### config.mk
export PLATFORM = sky130hd
export DESIGN_NAME = lwh_front
export DESIGN_NICKNAME = d
export VERILOG_FILES = /design/src/lwh_pkg.sv /design/src/lwh_front.sv
export SDC_FILE = /design/constraint.sdc
export NUM_CORES = 1
export LEC_CHECK = 0
export BUFFER_PORTS_ARGS = -buffer_cell sky130_fd_sc_hd__buf_2
export CORE_ASPECT_RATIO = 1.25
export CORE_MARGIN = 5
export CORE_UTILIZATION = 55
export CTS_CLUSTER_SIZE = 25
export DETAILED_ROUTE_END_ITERATION = 6
export MAX_ROUTING_LAYER = met4
export PLACE_DENSITY = 0.84
export SLEW_MARGIN = 10
export SYNTH_ARGS = -nofsm -noshare
export SYNTH_HDL_FRONTEND = slang
export SYNTH_SLANG_ARGS = --single-unit
### constraint.sdc
create_clock -name clk_i -period 3.3 [get_ports clk_i]
set_input_delay 0.33 -clock clk_i [delete_from_list [all_inputs] [get_ports clk_i]]
set_output_delay 0.33 -clock clk_i [all_outputs]
set_load 0.02 [all_outputs]
### src/lwh_pkg.sv
package lwh_pkg;

  localparam int unsigned NumOutBins = 11;
  localparam int unsigned CntW       = 7;
  localparam int unsigned ValW       = 16;
  localparam int unsigned CoordW     = 6;
  localparam int unsigned RadW       = 3;
  localparam int unsigned SizeW      = 7;
  localparam int unsigned CfgIdxW    = 3;
  localparam int unsigned CfgDataW   = 16;

  typedef enum logic [CfgIdxW-1:0] {
    CfgImageWidth  = 3'd0,
    CfgImageHeight = 3'd1,
    CfgWindowRad   = 3'd2,
    CfgBinOffset   = 3'd3,
    CfgInvBinWidth = 3'd4
  } cfg_idx_e;

  typedef enum logic {
    ReqLoad  = 1'b0,
    ReqQuery = 1'b1
  } req_e;

  // one classified request passed from front to back
  typedef struct packed {
    logic              query;
    logic              bad;
    logic [CoordW-1:0] col;
    logic [CoordW-1:0] row;
    logic [ValW-1:0]   value;
  } cmd_t;

  typedef logic [NumOutBins-1:0][CntW-1:0] counts_t;

  // one finished result
  typedef struct packed {
    counts_t counts;
    logic    bad;
  } res_t;

endpackage

### src/lwh_front.sv
module lwh_front
  import lwh_pkg::*;
#(
  parameter int unsigned MaxWidth  = 64,
  parameter int unsigned MaxHeight = 64
) (
  input  logic              clk_i,
  input  logic              rst_ni,
  input  logic              push_i,
  output logic              full_o,
  input  logic              req_type_i,
  input  logic [CoordW-1:0] col_i,
  input  logic [CoordW-1:0] row_i,
  input  logic [ValW-1:0]   pixel_value_i,
  input  logic [SizeW-1:0]  width_i,
  input  logic [SizeW-1:0]  height_i,
  output logic              cmd_valid_o,
  input  logic              cmd_ready_i,
  output cmd_t              cmd_o
);

  localparam int unsigned Depth = 2;

  cmd_t             fifo_q [Depth];
  logic             wr_ptr_q, rd_ptr_q;
  logic [1:0]       cnt_q;
  logic [SizeW:0]   w_eff, h_eff;
  logic             bad;
  logic             wr_en, rd_en;
  cmd_t             cmd_in;

  // clamp image size to 1..max
  always_comb begin
    if (width_i == '0) begin
      w_eff = (SizeW+1)'(1);
    end else if (int'(width_i) > MaxWidth) begin
      w_eff = (SizeW+1)'(MaxWidth);
    end else begin
      w_eff = {1'b0, width_i};
    end
    if (height_i == '0) begin
      h_eff = (SizeW+1)'(1);
    end else if (int'(height_i) > MaxHeight) begin
      h_eff = (SizeW+1)'(MaxHeight);
    end else begin
      h_eff = {1'b0, height_i};
    end
  end

  assign bad = ({{(SizeW+1-CoordW){1'b0}}, col_i} >= w_eff) ||
               ({{(SizeW+1-CoordW){1'b0}}, row_i} >= h_eff);

  always_comb begin
    cmd_in.query = (req_type_i == ReqQuery);
    cmd_in.bad   = bad;
    cmd_in.col   = col_i;
    cmd_in.row   = row_i;
    cmd_in.value = pixel_value_i;
  end

  assign full_o      = (cnt_q == 2'(Depth));
  assign cmd_valid_o = (cnt_q != '0);
  assign wr_en       = push_i && !full_o;
  assign rd_en       = cmd_valid_o && cmd_ready_i;
  assign cmd_o       = fifo_q[rd_ptr_q];

  always_ff @(posedge clk_i or negedge rst_ni) begin
    if (!rst_ni) begin
      wr_ptr_q <= 1'b0;
      rd_ptr_q <= 1'b0;
      cnt_q    <= '0;
    end else begin
      if (wr_en) wr_ptr_q <= ~wr_ptr_q;
      if (rd_en) rd_ptr_q <= ~rd_ptr_q;
      cnt_q <= cnt_q + 2'(wr_en) - 2'(rd_en);
    end
  end

  always_ff @(posedge clk_i) begin
    if (wr_en) fifo_q[wr_ptr_q] <= cmd_in;
  end

  assert property (@(posedge clk_i) disable iff (!rst_ni) cnt_q <= 2'(Depth))
    else $error("command queue count out of range");
  assert property (@(posedge clk_i) disable iff (!rst_ni)
    full_o |=> (cnt_q == 2'(Depth)) || $past(rd_en))
    else $error("queue drained without a read");
  assert property (@(posedge clk_i) disable iff (!rst_ni)
    (cnt_q == '0) |-> (wr_ptr_q == rd_ptr_q))
    else $error("pointers disagree on empty queue");

endmodule

==> results of run 1 <==
[cells by family (layout without fill, tap and decap cells)]
logic type,count (synthesis),count (layout)
XOR/XNOR,4,4
buffers and inverters,8,102
multiplexers,30,30
flip-flops,64,64
AO/OA/AOI/OAI,12,12
adder cells (fa/ha/maj),14,14
AND/OR/NAND/NOR,28,28
[flip-flops by register name (all words and copies together), names as in the netlist]
name	cells
wr_ptr_q	1
fifo_q	60
rd_ptr_q	1
cnt_q	2
[cells in the final DEF (no fill, tap or decap), drive strengths merged]
cell type / count
dfrtp: 4
a211o: 1
and2: 1
clkinv: 3
o211ai: 2
a21o: 1
edfxtp: 60
mux2: 30
xor2: 1
buf: 80
o21ai: 1
a21oi: 5
xnor2: 3
ha: 14
and3: 1
nand2b: 7
inv: 5
bufinv: 1
o31ai: 1
clkbuf: 12
or2: 1
dlygate4sd3: 1
nor3: 3
a31oi: 1
nor2: 8
nand2: 7
[critical path: stages (launching register included)]
cell	delay, ns
dfrtp_1	0.77
buf_4	0.36
mux2_2	0.37
buf_2	0.16
[metal layers]
| metal | share of wire [%] | up-vias |
|---|---|---|
| met4 | 2.3 | 0 |
| li1 | - | 785 |
| met3 | 7.1 | 8 |
| met5 | 0 | - |
| met2 | 49 | 63 |
| met1 | 41 | 736 |
[where the power goes]
group	switching [W]	internal [W]	leakage, nW
Combinational	0.000537	0.000396	0.671
Sequential	0.0000943	0.00112	0.604
Clock	0.000262	0.000346	0.0941
[area by class of cell]
class	instances	area [um^2]
Sequential cell	64	1900
Inverter	5	18.8
Multi-Input combinational cell	88	769
Clock inverter	4	45.0
Tap cell	60	75.1
Clock buffer	12	135
Timing Repair Buffer	81	415
Fill cell	339	1400
[stage by stage]
step / util [%] / hold WS (ns) / setup slack, ns / area, um^2
floorplan: - / 0.0344 / 1.02 / 2720
global placement: 66.5 / 0.142 / 1.31 / 3170
detailed placement: 66.5 / 0.139 / 1.28 / 3170
CTS: 70.5 / 0.179 / 0.915 / 3360
global route: 70.5 / 0.180 / 0.837 / 3360
finish: 70.5 / 0.189 / 0.976 / 3360
[synthesized netlist by cell type, drive strengths merged]
cell type  count
nand2b         7
a31oi          1
o31ai          1
xor2           1
a211o          1
buf            3
mux2          30
nor2           8
a21o           1
inv            5
or2            1
ha            14
a21oi          5
dfrtp          4
nand2          7
nor3           3
edfxtp        60
xnor2          3
and2           1
and3           1
o21ai          1
o211ai         2
[path summary, 6_finish.rpt]
check | depth (start not counted) | slack (ns) | end | startpoint
max | 3 | 0.98 | cmd_o[19] | rd_ptr_q$_DFFE_PN0P_
min | 1 | 0.19 | fifo_q[0][12]$_DFFE_PP_ | pixel_value_i[12]
max reg2reg | 3 | 1.57 | fifo_q[0][19]$_DFFE_PP_ | cnt_q[1]$_DFF_PN0_
min reg2reg | 1 | 0.51 | cnt_q[1]$_DFF_PN0_ | cnt_q[1]$_DFF_PN0_
max in group asynchronous | 2 | 2.84 | wr_ptr_q$_DFFE_PN0P_ | rst_ni
min in group asynchronous | 2 | 0.34 | cnt_q[0]$_DFF_PN0_ | rst_ni
==> summary.txt, run 1 <==
Placed design
  • Routability cong.: between 0.7 and 0.8
  • I/O Buffers: 78
  • Dpl hpwl: 3430 um
  • Placed cells: 297

Die
  • Die Span Y: 88.6 um
  • Cell Rows: 28
  • I/O pin count: 79
  • Die X: around 73 um
  • Initial core utilization: 57.0%
  • DIE AREA: 6450 um^2
  • Core box area: approximately 4800 um^2

Synthesis
  • FF+latch count, synth: 64
  • Top cells by area, synth: edfxtp_1 66%, mux2_2 12%, ha_1 6.4%, dfrtp_1 3.7%, nand2b_1 1.6%
  • Cells after Synth: 160
  • Post-synthesis sequential area ratio: between 70% and 80%
  • Post-Synth Simple-Gate Area: 5.11%
  • XOR/XNOR share of the synthesized area: 1.29%
  • Post-synth top area cell: edfxtp_1
  • Warnings from Yosys: 0
  • Complex-gate fraction of the synthesized area: 2.76%
  • Synth Net Count: 221
  • Largest family of logic cells by synthesized area: multiplexers
  • Synth Area in Adders: 6.45%
  • Netlist cell types: 22
  • Area fraction of the dominant cell type after synthesis: 66.3%
  • Multiplexer share of the synthesized area: 12.4%
  • Avg Inst Size Synth: 17.0 um^2
  • Post-Syn Area: 2720 um^2

Drt
  • Vias per inst: 5.07
  • Antenna Violating Nets Remaining: 0
  • Drt drc: 0
  • Pre-antenna DRT Iters: 4
  • Iteration-0 DRC Markers: 82
  • Vias post-DR: 1592
  • WL final: ~4700 um
  • Per-cell routed wire length: about 15 um

STA
  • Clock Skews: 0.00887 ns
  • Pins over their slew limit: 0
  • Worst Tran Pin Value: 0.838 ns
  • Fin crit period: 2.32 ns
  • Fmax: ~0.43 GHz
  • Final Hold Vio Count: 0
  • Max transition margin: between 40% and 50%
  • Final Setup Violations: 0
  • Setup_tns: 0 ns
  • RSZ-0062 raised after global routing: false
  • Final period util: 70.4%

GRT
  • Routing usage on met1: about a fifth
  • Gr ovfl total: 0
  • Initial antenna violation count: 0
  • Vias in the first global route: 1688
  • Met3 usage: 4.66%
  • GR met2 Demand/Resource: 25.6%
  • Gr usage total: roughly 16%
  • First-pass GRT wire length: 7470 um
  • Grt peak-use layer: met2
  • Pin count of the biggest net entering global routing: 31

Clocking
  • Setup bufs post-CTS: 0
  • Clock sinks: between 60 and 70
  • Clock buffer count from CTS: 9
  • Root Driver: clkbuf_8
  • CTS tree: done
  • Worst-path clk slew: 0.07 ns
  • Skew-Pair Late Insertion Delay: 0.32 ns
  • CTS resizes: 0
  • Hold_buf cts: 1
  • Max clock buf depth: 2
  • H-tree depth: 3

Critical path
  • CP Class: flip-flop to primary output
  • Crit path required time: just under 3 ns
  • Worst EP arrival: 1.99 ns
  • Crit end category: primary output
  • CP Max Fanout: 17
  • Crit start category: flip-flop

Final layout
  • Nets: just over 300
  • Final Non-Filler Cells: 314
  • Layout area overhead: 23.7%
  • Number of diodes: 0
  • Ratio of cells with drive above 1 in the final layout: 49.6%

Power and ir drop
  • Total power: 0.00275 W
  • Maximum vdd drop: between 300 and 400 uV
  • Pwr/cell area: 819 nW/um^2
  • Leakage Power: ~1.4 nW

Outcome
  • Status: complete, no violations

Run
  • Max Cap Viol: 0

Hold path
  • Min-Delay Path Class: input pin to flip-flop
Note: power is estimated with default switching activity, not from simulation.
==> run 2: changes to the inputs <==
Settings changed: ABC_AREA from default to 1, CORE_UTILIZATION 55 to 52, PLACE_DENSITY 0.84 to 0.8.
Clock period 3.3 ns to 2.3 ns, I/O delays scaled along.
==> summary.txt, run 2 <==
STA
  • Final period util: between 70% and 80%
  • Final Hold Vio Count: 0 (unchanged)
  • Clock Skews: 0.00559 ns (-0.00328 ns)
  • Setup_tns: 0 ns (unchanged)
  • Worst Tran Pin Value: 0.551 ns (-0.287 ns)
  • Fin crit period: between 1.5 and 2 ns
  • Max transition margin: 63.2% (+19 points)
  • Final Setup Violations: 0 (unchanged)
  • RSZ-0062 raised after global routing: false
  • Worst hold slack: 0.0885 ns (-0.101 ns)
  • Final setup margin: 0.550 ns (-0.426 ns)
  • Fmax: about 0.57 GHz
  • Pins over their slew limit: 0 (unchanged)

Die
  • Die Span Y: 92.2 um (+4.1%)
  • Core box area: 5330 um^2 (+12%)
  • I/O pin count: 79 (unchanged)
  • DIE AREA: 6990 um^2 (+8.3%)
  • Initial core utilization: 52.8% (-4.2 points)
  • Die X: 75.8 um (+4.0%)
  • Cell Rows: 30 (+7.1%)

Critical path
  • CP Class: flip-flop to primary output
  • Crit end category: primary output
  • Largest stage delay on the critical path: 0.42 ns (-0.35 ns)
  • Stages on the worst setup path: 4 (+1)
  • Slowest CP cell: inv_2
  • CP Buf/Inv Count: 2 (unchanged)
  • Crit start category: flip-flop
  • Crit path required time: 2.07 ns (-0.90 ns)
  • Cells along the critical path: inv_2 -> nand2_1 -> nand2_1 -> buf_2
  • Largest delay share family, worst path: buffers and inverters
  • Crit path top cell by count: nand2_1
  • Worst EP arrival: 1.52 ns (-0.47 ns)
  • CP Max Fanout: 31 (+14)
  • R2R depth: 8 (+5)

Clocking
  • CTS tree: done
  • Skew-Pair Late Insertion Delay: 0.32 ns (about the same)
  • Clock sinks: 64 (unchanged)
  • Root Driver: clkbuf_8
  • Hold_buf cts: 1 (unchanged)
  • H-tree depth: 3 (unchanged)
  • Max clock buf depth: 2 (unchanged)
  • CTS resizes: 0 (unchanged)
  • Clock buffer count from CTS: 9 (unchanged)
  • Worst-path clk slew: 0.07 ns (about the same)
  • Setup bufs post-CTS: 0 (unchanged)

Synthesis
  • FF+latch count, synth: 64 (unchanged)
  • Synth Net Count: 317 (+43%)
  • Post-synth top area cell: edfxtp_1
  • Avg Inst Size Synth: 11.0 um^2 (-35%)
  • Top cells by area, synth: edfxtp_1 64%, nand2_1 17%, ha_1 6.2%, dfrtp_1 3.6%, inv_1 2.4%
  • Post-synth ARST share: 6.25% (unchanged)
  • Post-synth top cells: 127 x nand2_1, 60 x edfxtp_1, 18 x inv_1
  • Cells after Synth: 256 (+60%)
  • Post-synthesis sequential area ratio: 67.6% (-2.4 points)
  • EDFF count, synth: 60 (unchanged)
  • Most common cell in the netlist: nand2_1
  • Netlist cell types: 17 (-23%)
  • Warnings from Yosys: 0 (unchanged)
  • Ys flop type: edfxtp_1
  • Post-Syn Area: 2810 um^2 (+3.5%)
  • Area fraction of the dominant cell type after synthesis: 64.1% (-2.3 points)

Placed design
  • Dpl hpwl: 3920 um (+14%)
  • Routability cong.: 0.788 (+1.7%)
  • I/O Buffers: 78 (unchanged)
  • Placed Area: 3320 um^2 (+4.6%)
  • Dpl ws: 0.564 ns (-0.720 ns)

Drt
  • Antenna Violating Nets Remaining: 0 (unchanged)
  • Vias per inst: 4.79 (-5.5%)
  • Vias post-DR: 1973 (+24%)
  • Iteration-0 DRC Markers: 60 (-27%)
  • WL final: 5160 um (+11%)
  • Drt drc: 0 (unchanged)
  • Per-cell routed wire length: 12.5 um (-16%)
  • Pre-antenna DRT Iters: 4 (unchanged)

GRT
  • Pin count of the biggest net entering global routing: 32 (+3.2%)
  • Gr usage total: 16.9% (+0.68 points)
  • Vias in the first global route: 2034 (+20%)
  • Initial antenna violation count: 0 (unchanged)
  • Gr ovfl total: 0 (unchanged)
  • First-pass GRT wire length: 8670 um (+16%)

Final layout
  • Max reg flops: 60 (unchanged)
  • Ratio of cells with drive above 1 in the final layout: 29.3% (-20 points)
  • Most common cell after layout, fill and taps aside: nand2_1
  • Fill cell count: 429 (+27%)
  • Biggest register: fifo_q
  • Most frequent cells in the layout: 127 x nand2_1, 78 x buf_2, 60 x edfxtp_1
  • Layout area overhead: 24.9%
  • Largest registers: fifo_q (60), cnt_q (2)
  • Number of diodes: 0 (unchanged)
  • Nets: 404 (+30%)
  • Design area: 3510 um^2 (+4.5%)
  • Finished Core Util: 65.9% (-4.6 points)

Power and ir drop
  • Leakage Power: 1.65 nW (+21%)
  • Maximum vdd drop: 453 uV (+17%)
  • Pwr/cell area: 1190 nW/um^2 (+46%)

Outcome
  • Status: complete, no violations

Hold path
  • Min-Delay Path Class: input pin to flip-flop
  • Hold Path Cell Cnt: 1 (unchanged)

Run
  • Max Cap Viol: 0 (unchanged)
[run 2: cell type report]
class	instances	area [um^2]	area share [%]
Clock buffer	9	124	3.53
Clock inverter	7	62.6	1.78
Inverter	19	71.3	2.03
Multi-Input combinational cell	167	825	23.5
Sequential cell	64	1900	54.2
Tap cell	64	80.1	2.28
Timing Repair Buffer	82	448	12.8
[run 2: cell families after synthesis]
logic type,share of synthesized area (%)
flip-flops,67.6
adder cells (fa/ha/maj),6.23
AND/OR/NAND/NOR,19.8
buffers and inverters,3.60
AO/OA/AOI/OAI,1.29
XOR/XNOR,1.51
[run 2: stage by stage]
step / instances / total power (W)
after floorplan: 256 / 0.00278
after global placement: 395 / 0.00331
after detailed placement: 395 / 0.00337
after CTS: 412 / 0.00426
after global routing: 412 / 0.00448
final: 412 / 0.00419
[run 2: metal layers]
| layer | track usage (%) | wire [um] |
|---|---|---|
| met1 | 18.3 | 1910 |
| met2 | 29.3 | 2870 |
| met3 | 4.06 | 322 |
| met5 | - | 0 |
| met4 | 5.69 | 49 |
[run 2: final timing paths]
check	startpoint	end	slack, ns
worst max-delay path	rd_ptr_q$_DFFE_PN0P_	cmd_o[16]	0.55
worst min-delay path	pixel_value_i[5]	fifo_q[1][5]$_DFFE_PP_	0.09
worst max register to register	cnt_q[0]$_DFF_PN0_	cnt_q[1]$_DFF_PN0_	0.59
worst min register to register	cnt_q[0]$_DFF_PN0_	cnt_q[0]$_DFF_PN0_	0.64
max in group asynchronous	rst_ni	wr_ptr_q$_DFFE_PN0P_	1.92
min in group asynchronous	rst_ni	cnt_q[0]$_DFF_PN0_	0.25
[run 2: power breakdown]
group	switching [W]	total, W	leakage (nW)	internal (W)
sequential	0.0000854	0.00169	0.604	0.00160
clock	0.000397	0.000885	0.0901	0.000488
combinational	0.00110	0.00162	0.957	0.000513
total	0.00159	0.00419	1.65	0.00260
